### src/rtl/hfsc_pkg.sv
// Shared types and constants for the fan setpoint controller.
// Used by hfsc_step and hvac_fan_setpoint_controller; no dependencies.
package hfsc_pkg;

  localparam int unsigned CountW  = 24;
  localparam int unsigned DistW   = 9;
  localparam int unsigned JoyW    = 12;
  localparam int unsigned TempW   = 12;
  localparam int unsigned LevelW  = 3;
  localparam int unsigned SetW    = 7;
  localparam int unsigned WarnW   = 2;
  localparam int unsigned ErrW    = 14;

  localparam int unsigned InDataW  = 48;
  localparam int unsigned OutDataW = 24;
  localparam int unsigned CfgDataW = 24;

  // configuration register indexes
  localparam logic CfgTimeout = 1'b0;
  localparam logic CfgNear    = 1'b1;

  // item kinds
  localparam logic CmdSample = 1'b0;
  localparam logic CmdTick   = 1'b1;

  // warning codes
  localparam logic [WarnW-1:0] WarnNone  = 2'd0;
  localparam logic [WarnW-1:0] WarnUpper = 2'd1;
  localparam logic [WarnW-1:0] WarnLower = 2'd2;

  localparam logic [JoyW-1:0] JoyBreakY   = 12'd3060;
  localparam logic [JoyW-1:0] JoyLow      = 12'd20;
  localparam logic [JoyW-1:0] JoyHighXUp  = 12'd2800;
  localparam logic [JoyW-1:0] JoyHighYDn  = 12'd2800;
  localparam logic [JoyW-1:0] JoyFanDnX   = 12'd2920;
  localparam logic [JoyW-1:0] JoyFanDnY   = 12'd2880;

  localparam logic [SetW-1:0]   SetpointMax   = 7'd64;
  localparam logic [SetW-1:0]   SetpointMin   = 7'd32;
  localparam logic [SetW-1:0]   SetpointReset = 7'd42;
  localparam logic [LevelW-1:0] LevelMax      = 3'd5;
  localparam logic [LevelW-1:0] LevelMin      = 3'd1;
  localparam logic [LevelW-1:0] LevelReset    = 3'd2;
  localparam logic [CountW-1:0] CountMax      = 24'hFFFFFF;

  localparam logic [CountW-1:0] TimeoutReset = 24'd5000;
  localparam logic [DistW-1:0]  NearReset    = 9'd50;

  localparam logic signed [ErrW-1:0] Band5 = 14'sd100;
  localparam logic signed [ErrW-1:0] Band4 = 14'sd60;
  localparam logic signed [ErrW-1:0] Band3 = 14'sd30;
  localparam logic signed [ErrW-1:0] Band2 = 14'sd10;

  typedef struct packed {
    logic              power;
    logic              heater;
    logic              auto_fan;
    logic              vent;
    logic [LevelW-1:0] wind;
    logic [SetW-1:0]   setpoint;
    logic              joy_wait;
    logic              armed;
    logic [CountW-1:0] count;
  } state_t;

  typedef struct packed {
    logic                    cmd;
    logic [JoyW-1:0]         joy_x;
    logic [JoyW-1:0]         joy_y;
    logic                    mode_press;
    logic                    auto_press;
    logic                    power_press;
    logic signed [TempW-1:0] room_temp;
    logic [DistW-1:0]        distance_cm;
  } item_t;

  typedef struct packed {
    logic              powered;
    logic              heat_mode;
    logic              auto_mode;
    logic              vent_open;
    logic [LevelW-1:0] fan_level;
    logic              fan_reverse;
    logic [SetW-1:0]   setpoint_half;
    logic [WarnW-1:0]  warning;
    logic              timed_out;
  } result_t;

  typedef struct packed {
    logic [CountW-1:0] timeout;
    logic [DistW-1:0]  near;
  } cfg_t;

endpackage

### src/rtl/hfsc_step.sv
// Next-state and result logic for one sample or tick transaction.
// Depends on hfsc_pkg; purely combinational.
module hfsc_step (
  input  hfsc_pkg::state_t  state_i,
  input  hfsc_pkg::item_t   item_i,
  input  hfsc_pkg::cfg_t    cfg_i,
  output hfsc_pkg::state_t  state_o,
  output hfsc_pkg::result_t result_o,
  output logic              has_res_o
);

  always_comb begin
    hfsc_pkg::state_t ns;
    logic [hfsc_pkg::WarnW-1:0] warn;
    logic tout;
    logic res;
    logic pass_done;
    logic [hfsc_pkg::CountW-1:0] limit;
    logic [9:0] sp10u;
    logic signed [hfsc_pkg::ErrW-1:0] sp10s;
    logic signed [hfsc_pkg::ErrW-1:0] room;
    logic signed [hfsc_pkg::ErrW-1:0] err;

    ns        = state_i;
    warn      = hfsc_pkg::WarnNone;
    tout      = 1'b0;
    res       = 1'b0;
    pass_done = 1'b0;
    limit     = (cfg_i.timeout == '0) ? hfsc_pkg::CountW'(1) : cfg_i.timeout;
    sp10u     = '0;
    sp10s     = '0;
    room      = {{(hfsc_pkg::ErrW-hfsc_pkg::TempW){item_i.room_temp[hfsc_pkg::TempW-1]}},
                 item_i.room_temp};
    err       = '0;

    if (item_i.cmd == hfsc_pkg::CmdTick) begin
      if (state_i.power && state_i.armed) begin
        if (state_i.count < hfsc_pkg::CountMax) ns.count = state_i.count + 1'b1;
        if (ns.count >= limit) begin
          ns.power    = 1'b0;
          ns.armed    = 1'b0;
          ns.count    = '0;
          ns.joy_wait = 1'b0;
          tout        = 1'b1;
          res         = 1'b1;
        end
      end
    end else if (!state_i.power) begin
      if (item_i.power_press) begin
        ns.power     = 1'b1;
        ns.heater    = 1'b0;
        ns.auto_fan  = 1'b1;
        ns.vent      = 1'b1;
        ns.armed     = 1'b0;
        ns.count     = '0;
        ns.joy_wait  = 1'b0;
        res          = 1'b1;
      end
    end else begin
      // presence check only opens a fresh pass
      if (!state_i.joy_wait) begin
        if (item_i.distance_cm >= cfg_i.near) begin
          if (!state_i.armed) begin
            ns.armed = 1'b1;
            ns.count = '0;
          end
        end else if (state_i.armed) begin
          ns.armed = 1'b0;
          ns.count = '0;
        end
      end

      pass_done = 1'b1;
      if (item_i.joy_y > hfsc_pkg::JoyBreakY) begin
        pass_done = 1'b1;
      end else if (item_i.joy_x < hfsc_pkg::JoyLow && item_i.joy_y < hfsc_pkg::JoyLow) begin
        if (state_i.setpoint >= hfsc_pkg::SetpointMax) warn = hfsc_pkg::WarnUpper;
        else ns.setpoint = state_i.setpoint + 1'b1;
      end else if (item_i.joy_x > hfsc_pkg::JoyHighXUp &&
                   item_i.joy_y < hfsc_pkg::JoyLow) begin
        if (state_i.wind >= hfsc_pkg::LevelMax) warn = hfsc_pkg::WarnUpper;
        else ns.wind = state_i.wind + 1'b1;
        ns.auto_fan = 1'b0;
      end else if (item_i.joy_x < hfsc_pkg::JoyLow &&
                   item_i.joy_y > hfsc_pkg::JoyHighYDn) begin
        if (state_i.setpoint <= hfsc_pkg::SetpointMin) warn = hfsc_pkg::WarnLower;
        else ns.setpoint = state_i.setpoint - 1'b1;
      end else if (item_i.joy_x > hfsc_pkg::JoyFanDnX &&
                   item_i.joy_y > hfsc_pkg::JoyFanDnY) begin
        if (state_i.wind <= hfsc_pkg::LevelMin) warn = hfsc_pkg::WarnLower;
        else ns.wind = state_i.wind - 1'b1;
        ns.auto_fan = 1'b0;
      end else begin
        // hold the gesture wait; buttons of this sample are ignored
        ns.joy_wait = 1'b1;
        pass_done   = 1'b0;
      end

      if (pass_done) begin
        ns.joy_wait = 1'b0;
        res         = 1'b1;
        if (item_i.mode_press) ns.heater = !ns.heater;
        if (item_i.auto_press) begin
          ns.auto_fan = !ns.auto_fan;
          ns.vent     = ns.auto_fan;
        end
        sp10u = {1'b0, ns.setpoint, 2'b00} + {3'b000, ns.setpoint};
        sp10s = $signed({{(hfsc_pkg::ErrW-10){1'b0}}, sp10u});
        err   = ns.heater ? (sp10s - room) : (room - sp10s);
        if (ns.auto_fan) begin
          if (err >= hfsc_pkg::Band5)      ns.wind = 3'd5;
          else if (err >= hfsc_pkg::Band4) ns.wind = 3'd4;
          else if (err >= hfsc_pkg::Band3) ns.wind = 3'd3;
          else if (err >= hfsc_pkg::Band2) ns.wind = 3'd2;
          else                             ns.wind = 3'd1;
        end
        if (item_i.power_press) begin
          ns.power    = 1'b0;
          ns.armed    = 1'b0;
          ns.count    = '0;
          ns.joy_wait = 1'b0;
        end
      end
    end

    state_o                = ns;
    has_res_o              = res;
    result_o.powered       = ns.power;
    result_o.heat_mode     = ns.heater;
    result_o.auto_mode     = ns.auto_fan;
    result_o.vent_open     = ns.vent;
    result_o.fan_level     = ns.power ? ns.wind : '0;
    result_o.fan_reverse   = ns.power && ns.heater;
    result_o.setpoint_half = ns.setpoint;
    result_o.warning       = warn;
    result_o.timed_out     = tout;
  end

endmodule

### src/rtl/hvac_fan_setpoint_controller.sv
// Top level of the fan setpoint controller: input register, state and
// result register around hfsc_step. Depends on hfsc_pkg and hfsc_step.
//
// channel   dir  handshake                    payload
// s_axis    in   s_axis_tvalid_i/tready_o     tdata: readings, tuser: cmd
// m_axis    out  m_axis_tvalid_o/tready_i     tdata: status, tuser: timed_out
// cfg       in   cfg_we_i (no handshake)      cfg_index_i, cfg_data_i
//
// One transaction per cycle unless a stall on m_axis holds a result: an
// accepted item is held in the input register, its state update and result
// are computed combinationally from it, and the result is then registered
// in the output register. Reset loads the state defaults, clears the valid
// flags and loads the register defaults. A stall on m_axis holds only items
// that produce a result; items that produce none keep draining, so the
// input side keeps accepting while the held item gives no result.
module hvac_fan_setpoint_controller (
  input  logic                          clk_i,
  input  logic                          rst_ni,
  input  logic                          s_axis_tvalid_i,
  output logic                          s_axis_tready_o,
  // joy_x[11:0] joy_y[23:12] mode_press[24] auto_press[25] power_press[26]
  // room_temp[38:27] distance_cm[47:39]
  input  logic [hfsc_pkg::InDataW-1:0]  s_axis_tdata_i,
  // cmd[0]
  input  logic                          s_axis_tuser_i,
  output logic                          m_axis_tvalid_o,
  input  logic                          m_axis_tready_i,
  // powered[0] heat_mode[1] auto_mode[2] vent_open[3] fan_level[6:4]
  // fan_reverse[7] setpoint_half[14:8] warning[16:15], zero above
  output logic [hfsc_pkg::OutDataW-1:0] m_axis_tdata_o,
  // timed_out[0]
  output logic                          m_axis_tuser_o,
  input  logic                          cfg_we_i,
  input  logic                          cfg_index_i,
  input  logic [hfsc_pkg::CfgDataW-1:0] cfg_data_i
);

  hfsc_pkg::cfg_t    cfg_q;
  hfsc_pkg::state_t  state_q, state_d;
  hfsc_pkg::item_t   item_q;
  hfsc_pkg::result_t res_d, res_q;
  logic              in_valid_q;
  logic              out_valid_q;
  logic              has_res;
  logic              adv;
  logic              in_acc;

  hfsc_step u_step (
    .state_i  (state_q),
    .item_i   (item_q),
    .cfg_i    (cfg_q),
    .state_o  (state_d),
    .result_o (res_d),
    .has_res_o(has_res)
  );

  // advance the held item unless its result would overwrite a waiting one
  assign adv             = in_valid_q && (!has_res || !out_valid_q || m_axis_tready_i);
  assign s_axis_tready_o = !in_valid_q || adv;
  assign in_acc          = s_axis_tvalid_i && s_axis_tready_o;

  always_ff @(posedge clk_i or negedge rst_ni) begin
    if (!rst_ni) begin
      cfg_q.timeout <= hfsc_pkg::TimeoutReset;
      cfg_q.near    <= hfsc_pkg::NearReset;
    end else if (cfg_we_i) begin
      unique case (cfg_index_i)
        hfsc_pkg::CfgTimeout: cfg_q.timeout <= cfg_data_i;
        hfsc_pkg::CfgNear:    cfg_q.near    <= cfg_data_i[hfsc_pkg::DistW-1:0];
        default: ;
      endcase
    end
  end

  always_ff @(posedge clk_i or negedge rst_ni) begin
    if (!rst_ni) begin
      state_q.power     <= 1'b0;
      state_q.heater    <= 1'b0;
      state_q.auto_fan  <= 1'b1;
      state_q.vent      <= 1'b0;
      state_q.wind      <= hfsc_pkg::LevelReset;
      state_q.setpoint  <= hfsc_pkg::SetpointReset;
      state_q.joy_wait  <= 1'b0;
      state_q.armed     <= 1'b0;
      state_q.count     <= '0;
      in_valid_q        <= 1'b0;
      out_valid_q       <= 1'b0;
    end else begin
      if (adv) state_q <= state_d;
      if (s_axis_tready_o) in_valid_q <= s_axis_tvalid_i;
      if (adv && has_res) out_valid_q <= 1'b1;
      else if (m_axis_tready_i) out_valid_q <= 1'b0;
    end
  end

  always_ff @(posedge clk_i) begin
    if (in_acc) begin
      item_q.cmd         <= s_axis_tuser_i;
      item_q.joy_x       <= s_axis_tdata_i[11:0];
      item_q.joy_y       <= s_axis_tdata_i[23:12];
      item_q.mode_press  <= s_axis_tdata_i[24];
      item_q.auto_press  <= s_axis_tdata_i[25];
      item_q.power_press <= s_axis_tdata_i[26];
      item_q.room_temp   <= s_axis_tdata_i[38:27];
      item_q.distance_cm <= s_axis_tdata_i[47:39];
    end
    if (adv && has_res) res_q <= res_d;
  end

  assign m_axis_tvalid_o = out_valid_q;
  assign m_axis_tdata_o  = {7'b0, res_q.warning, res_q.setpoint_half, res_q.fan_reverse,
                            res_q.fan_level, res_q.vent_open, res_q.auto_mode,
                            res_q.heat_mode, res_q.powered};
  assign m_axis_tuser_o  = res_q.timed_out;

`ifndef ASSERT_OFF
  a_off_clears_timer: assert property (@(posedge clk_i) disable iff (!rst_ni)
    !state_q.power |-> (!state_q.armed && state_q.count == '0 && !state_q.joy_wait))
    else $error("timer or gesture wait left active while powered off");

  a_setpoint_range: assert property (@(posedge clk_i) disable iff (!rst_ni)
    (state_q.setpoint >= hfsc_pkg::SetpointMin && state_q.setpoint <= hfsc_pkg::SetpointMax))
    else $error("setpoint out of range");

  a_timeout_is_off: assert property (@(posedge clk_i) disable iff (!rst_ni)
    (m_axis_tvalid_o && m_axis_tuser_o) |-> (!res_q.powered && res_q.warning == hfsc_pkg::WarnNone))
    else $error("absence result not a power off");

  a_off_fan_stopped: assert property (@(posedge clk_i) disable iff (!rst_ni)
    (m_axis_tvalid_o && !res_q.powered) |-> (res_q.fan_level == '0 && !res_q.fan_reverse))
    else $error("fan driven while powered off");

  a_no_overwrite: assert property (@(posedge clk_i) disable iff (!rst_ni)
    (out_valid_q && !m_axis_tready_i) |=> (out_valid_q && $stable(res_q)))
    else $error("waiting result overwritten");
`endif

endmodule
### config.mk
export PLATFORM = sky130hd
export DESIGN_NAME = hvac_fan_setpoint_controller
export DESIGN_NICKNAME = d
export VERILOG_FILES = /design/src/rtl/hfsc_pkg.sv /design/src/rtl/hfsc_step.sv /design/src/rtl/hvac_fan_setpoint_controller.sv
export SDC_FILE = /design/constraint.sdc
export NUM_CORES = 1
export LEC_CHECK = 0
export ABC_AREA = 1
export BUFFER_PORTS_ARGS = -buffer_cell sky130_fd_sc_hd__buf_2
export CAP_MARGIN = 25
export CORE_MARGIN = 4
export CORE_UTILIZATION = 40
export DETAILED_ROUTE_END_ITERATION = 8
export HOLD_SLACK_MARGIN = 0.03
export SYNTH_ARGS = -nofsm -noshare
export SYNTH_HDL_FRONTEND = slang
export SYNTH_SLANG_ARGS = --single-unit
### constraint.sdc
create_clock -name clk_i -period 12.1 [get_ports clk_i]
set_clock_uncertainty 0.15 [all_clocks]
set_input_delay 1.21 -clock clk_i [delete_from_list [all_inputs] [get_ports clk_i]]
set_output_delay 1.21 -clock clk_i [all_outputs]
set_load 0.005 [all_outputs]
==> out/metrics.yaml, run 1 <==
grt_pass1_wl_um: 39300
synth_edf_count: 67
fin_util_pct: 46.5
drtIter0Drc: 531
drive_gt1_share_pct: 13.1
crit_path_end_kind: "output pin"
dp.final_hpwl_um: 18000
max_slew_margin_pct: 43.1
clockBufferDepth: 2
fin_crit_sh_pct: 48.2
cap_violations: 0
routed_via_density: 4.88
io-pin-count: 106
routedWlPerCell_um: 13.8
drc: 0
hold_buffers: 0
synth_cells: 1265
run_status: "finished, final reports clean"
die-area_mm2: 0.0266
grt_use_total_pct: 18.3
powerDensity_mw_per_mm2: 174
synth_cell_types: 53
grt_pass1_vias: 7979
worst_r2r_startpoint: "state_q[27]$_DFFE_PN1P_"
period_needed_ns: 5.83
syn2layout_area_growth_pct: 14.1
rsz0062_at_grt: "false"
slowest_stage: "dfrtp_1"
wl_um: 23300
antenna_found_initial: 0
clk_latency_ns: 0.43
cts-root-buf: "clkbuf_16"
start_util_pct: 40.8
cp_max_fo: 26
tightest_slew_ns: 0.852
core_mm2: 0.0236
nNetsFinal: 1506
ys_seq_area_share_pct: 40.5
whs_ns: 0.333
antenna_cells: 0
slew_violations: 0
crit_chain: "ha_1 -> nand2_1 -> inv_1 -> nand2_1 -> nor2_2 -> nand2_1 -> nor2_1 -> nand3_2 -> nand4_1 -> nor2_1 -> nand2_1 -> xor2_1 -> inv_1 -> ha_1 -> nand2_1 -> nor3_1 -> nand4_1 -> nand4_1 -> buf_4 -> nand2_1 -> nand2_2 -> nand3_1 -> buf_2"
syn-cell-area_mm2: 0.00963
yosysWarnings: 0
clkTransAtPathRegs_ns: 0.06
start_kind: "flip-flop"
required_ns: 10.74
cts_buffers: 17
dr.pass1.iters: 5
synth.avg_cell_area_um2: 7.61
ir_drop_v: 0.0000953
cts_sinks: 142
async_reset_ff_share_pct: 52.8
overflow: 0
vias: 8250
ant_nets: 0
critPathKind: "reg -> out"
ys_seq_elements: 142
tns_ns: 0
hold_class: "reg -> reg"
min_from: "cfg_q[13]$_DFFE_PN0P_"
max_freq_mhz: 171
cts_tree: "built"
die_w_um: 163
io_buffers: 98
leakagePower_nw: 5.59
gp_congestion: 0.922
finalSetupViolations: 0
post_cts_buffers: 0
hold_viol_final: 0
cp.arrival_ns: 4.47
critPathMaxStageDelay_ns: 0.38
grt_max_degree: 76
startpoint: "state_q[1]$_DFFE_PN0P_"
cpMostUsedCell: "nand2_1"
dieHeight_um: 163
htreeDepth: 4
yosys_most_used_dff: "edfxtp_1"
num_rows: 56
cts_resized: 0
## area by class of cell
cell class | instances | area [µm²]
Multi-Input combinational cell | 890 | 4770
Fill cell | 2363 | 12600
Tap cell | 319 | 399
Sequential cell | 142 | 3910
Clock inverter | 15 | 143
Clock buffer | 17 | 425
Inverter | 205 | 777
Timing Repair Buffer | 104 | 567
## path summary, 6_finish.rpt
kind	end	slack, ns	depth (start not counted)
max	s_axis_tready_o	6.27	23
min	cfg_q[13]$_DFFE_PN0P_	0.33	2
max reg2reg	m_axis_tdata_o[6]$_SDFFCE_PN0P_	6.36	36
min reg2reg	cfg_q[13]$_DFFE_PN0P_	0.33	2
max in group asynchronous	state_q[37]$_DFFE_PN1P_	10.54	2
min in group asynchronous	state_q[17]$_DFFE_PN0P_	0.61	1
## power by group
group          internal [W]  switching [W]  leakage (nW)  total [W]
logic              0.000268       0.000526          3.73   0.000794
registers          0.000567      0.0000394          1.57   0.000606
clock network      0.000274       0.000237         0.284   0.000511
## routing by layer
| layer | up-vias | track usage, % | part of all wire (%) |
|---|---|---|---|
| li1 | 4291 | - | - |
| met1 | 3728 | 26.1 | 49 |
| met2 | 200 | 28.4 | 44 |
| met3 | 31 | 3.15 | 5.1 |
| met4 | 0 | 5.76 | 1.7 |
| met5 | - | 0 | 0 |
## registers in the layout (all words and copies together) (netlist names)
| name | flops |
|---|---|
| cfg_q | 33 |
| in_valid_q | 1 |
| item_q | 49 |
| m_axis_tdata_o | 17 |
| m_axis_tuser_o | 1 |
| m_axis_tvalid_o | 1 |
| state_q | 40 |
## layout by cell type, fill, tap and decap left out, types with 10 or more instances in the layout
| cell | instances |
|---|---|
| nand2_1 | 342 |
| inv_1 | 198 |
| nor2_1 | 102 |
| buf_2 | 97 |
| nand3_1 | 95 |
| a21oi_1 | 74 |
| edfxtp_1 | 67 |
| ha_1 | 64 |
| dfrtp_1 | 62 |
| o21ai_0 | 52 |
| nand4_1 | 31 |
| xor2_1 | 30 |
| nor3_1 | 22 |
| clkbuf_16 | 17 |
| dfstp_2 | 13 |
| o21ai_1 | 10 |
## cell families (layout without fill, tap and decap cells)
kind of cell	Yosys count	after routing	share of synthesized area, %
flops	142	142	40.5
compound gates	155	155	8.60
mux	1	1	0.104
other cells	1	7	0.0389
fa+ha+maj	67	67	8.94
simple gates	628	628	28.8
buf+inv	239	341	10.1
xor+xnor	32	32	2.91
## synthesized netlist by cell type (2+ instances only)
library cell,instances,area (µm²)
o21bai_1,2,15.0
o31ai_1,4,30.0
nand4_2,2,25.0
nand2_1,342,1280
nor3_1,22,110
xnor2_1,2,17.5
nor4_1,4,25.0
o21ai_1,10,50.1
dfrtp_1,62,1550
inv_2,3,11.3
or2_2,4,25.0
nor2_2,2,12.5
nand2_2,4,25.0
nand3_2,3,30.0
clkbuf_1,13,48.8
nor2_1,102,383
edfxtp_1,67,2010
o21ai_0,52,260
inv_1,199,747
xor2_1,30,263
a211oi_1,2,15.0
buf_6,3,33.8
o22ai_1,2,12.5
o21a_1,2,15.0
nand3b_1,7,52.6
dfstp_2,13,342
buf_4,10,75.1
a21oi_2,2,17.5
fa_1,3,60.1
and2_1,2,12.5
nand4_1,31,194
nand2_4,3,33.8
nand3_1,95,475
ha_1,64,801
a21oi_1,74,370
buf_2,6,30.0
## stage by stage
stage / instances / setup slack, ns / cell area, µm² / power [W]
6_report: 1692 / 6.27 / 11000 / 0.00191
4_1_cts: 1691 / 6.28 / 11000 / 0.00192
3_5_place_dp: 1659 / 6.38 / 10400 / 0.00141
2_1_floorplan: 1271 / 7.12 / 9650 / 0.00120
5_1_grt: 1692 / 5.71 / 11000 / 0.00208
3_3_place_gp: 1657 / 6.50 / 10400 / 0.00140
## critical path, delay by kind of cell (launching register included)
kind,cells,cell delay (ns)
XOR/XNOR,1,0.29
adder cells (fa/ha/maj),2,0.51
buffers and inverters,4,0.66
flip-flops,1,0.38
AND/OR/NAND/NOR,16,2.19
Note: power is estimated with default switching activity, not from simulation.
==> inputs of run 2 (changes only) <==
- clock period: 12.1 -> 5.9 ns (I/O delays scaled with it)
==> out/metrics.yaml, run 2 (same netlist as run 1, synthesis figures left out) <==
run_status: "finished, final reports clean"
cts_sinks: 142  # unchanged
dieHeight_um: 163  # unchanged
finish.instance_area_mm2: 0.0111  # +1.3%
period_needed_ns: 5.36
p_int_w: 0.00233  # +110%
startpoint: "state_q[27]$_DFFE_PN1P_"
r2r_end: "m_axis_tdata_o[6]$_SDFFCE_PN0P_"
finalSetupViolations: 0  # unchanged
antenna_found_initial: 0  # unchanged
top_usage_layer: "met2"
drive_gt1_share_pct: 14.9  # +1.8 points
critPathKind: "reg -> reg"
pwr-share-clk_pct: 26.4  # -0.3 points
switching_power_w: 0.00167  # +110%
start_kind: "flip-flop"
nNetsFinal: 1513  # +0.46%
ant_nets: 0  # unchanged
multi_input_area_mm2: 0.00486  # +1.8%
grt_pass1_wl_um: 38700  # -1.7%
clk_latency_ns: 0.43  # about the same
wl_um: 23300  # about the same
grt_use_total_pct: 17.9  # -0.40 points
required_ns: 5.93  # -4.81 ns
placed_cell_area_mm2: 0.0104  # about the same
slowest_stage: "dfstp_2"
routed_via_density: 4.85  # -0.56%
clkTransAtPathRegs_ns: 0.07  # about the same
crit_path_end_kind: "flip-flop"
combPwrFrac_pct: 42.4  # +0.8 points
grtUsageMet1_pct: 25.5  # -0.60 points
cts_buffers: 17  # unchanged
seq_area_mm2: 0.00391  # unchanged
dp.final_hpwl_um: 17900  # -0.65%
r2r_cells: 36  # unchanged
dr.pass1.iters: 5  # unchanged
cap_violations: 0  # unchanged
r2r_slack_ns: 0.54  # -5.82 ns
cts-root-buf: "clkbuf_16"
p_sw_share_pct: 41.8  # -0.19 points
tns_ns: 0  # unchanged
grt_max_degree: 76  # unchanged
final_cell_mix: "nand2_1, inv_1, buf_2"
largest_register: "item_q"
cp_max_fo: 6  # -77%
ir_drop_v: 0.000176  # +85%
cts_tree: "built"
critPathMaxStageDelay_ns: 0.57  # +0.19 ns
grt_pass1_vias: 7789  # -2.4%
powerDensity_mw_per_mm2: 359  # +110%
io_buffers: 98  # unchanged
fin_crit_sh_pct: 90.8
antenna_cells: 0  # unchanged
max_slew_margin_pct: 56.6  # +13 points
core_mm2: 0.0236  # unchanged
gp_congestion: 0.896  # -2.8%
use_met2_pct: 28.0  # -0.38 points
num_rows: 56  # unchanged
die-area_mm2: 0.0266  # unchanged
htreeDepth: 4  # unchanged
hold_viol_final: 0  # unchanged
max_freq_mhz: 187
clockBufferDepth: 2  # unchanged
final_common_cell: "nand2_1"
grt_util_met3_pct: 3.38  # +0.23 points
reg_top3: "item_q x49, state_q x40, cfg_q x33"
start_util_pct: 40.8  # unchanged
leakagePower_nw: 5.62  # +0.59%
cp.arrival_ns: 5.38  # +0.91 ns
hold_class: "in -> reg"
vias: 8238  # -0.15%
cpMostUsedCell: "nand2_1"
setup.worst_path.end: "m_axis_tdata_o[6]$_SDFFCE_PN0P_"
syn2layout_area_growth_pct: 15.6
die_w_um: 163  # unchanged
overflow: 0  # unchanged
whs_ns: 0.185  # -0.149 ns
worst_r2r_startpoint: "state_q[27]$_DFFE_PN1P_"
drtIter0Drc: 454  # -15%
p_seq_share_pct: 31.2  # -0.5 points
slew_violations: 0  # unchanged
tightest_slew_ns: 0.652  # -0.200 ns
io-pin-count: 106  # unchanged
drc: 0  # unchanged
largest_reg_flops: 49  # unchanged
fillCellCount: 2439  # +3.2%
routedWlPerCell_um: 13.7  # -0.39%
run 2: metrics by stage:
step / total power [W] / setup slack, ns / utilization [%] / instances
2_1_floorplan: 0.00247 / 0.915 / - / 1271
3_3_place_gp: 0.00286 / 0.288 / 44.0 / 1659
3_5_place_dp: 0.00288 / 0.176 / 44.0 / 1660
4_1_cts: 0.00394 / 0.160 / 46.5 / 1692
5_1_grt: 0.00435 / -0.0289 / 47.2 / 1699
6_report: 0.00400 / 0.543 / 47.2 / 1699
run 2: worst min-delay path by stage:
stage	startpoint	end	slack [ns]	depth (start not counted)
floorplan	rst_ni	cfg_q[0]$_DFFE_PN0P_	0.14	0
global placement	cfg_q[13]$_DFFE_PN0P_	cfg_q[13]$_DFFE_PN0P_	0.32	2
detailed placement	cfg_q[9]$_DFFE_PN0P_	cfg_q[9]$_DFFE_PN0P_	0.33	2
CTS	s_axis_tdata_i[41]	item_q[2]$_DFFE_PP_	0.17	1
global route	s_axis_tdata_i[23]	item_q[35]$_DFFE_PP_	0.17	1
finish	s_axis_tdata_i[41]	item_q[2]$_DFFE_PP_	0.18	1
run 2: worst max-delay path: cells and delay by family (launching register included):
family          cells  cell delay (ns)
simple gates       19             1.74
fa+ha+maj           4             1.08
buf+inv             6             0.60
flops               1             0.57
compound gates      5             0.56
xor+xnor            2             0.41
run 2: repair_timing:
item | in CTS | in global routing
endpoints found under the hold margin | 0 | 23
setup endpoints to repair | 0 | 6
hold buffers | 0 | 1
gates resized for setup | 0 | 26
buffers inserted | 0 | 5
run 2: routing by layer:
metal	vias up	part of all wire, %
met5	-	0
met4	0	1.4
met3	21	4.2
met2	153	45
met1	3758	50
li1	4306	-
run 2: power groups by stage:
stage	clock [W]	sequential (W)	combinational, W
final	0.00106	0.00125	0.00170
after detailed placement	0	0.00126	0.00161
after global routing	0.00113	0.00126	0.00196
after floorplan	0	0.00123	0.00124
after global placement	0	0.00126	0.00160
after CTS	0.00108	0.00124	0.00162
run 2: layout make-up:
| cell class | instances | area share, % |
|---|---|---|
| flip-flops and latches | 142 | 35.1 |
| clock inverters | 14 | 1.26 |
| well taps | 319 | 3.58 |
| multi-input cells | 890 | 43.6 |
| repair buffers | 111 | 5.54 |
| clock buffers | 18 | 3.94 |
| inverters | 205 | 6.98 |
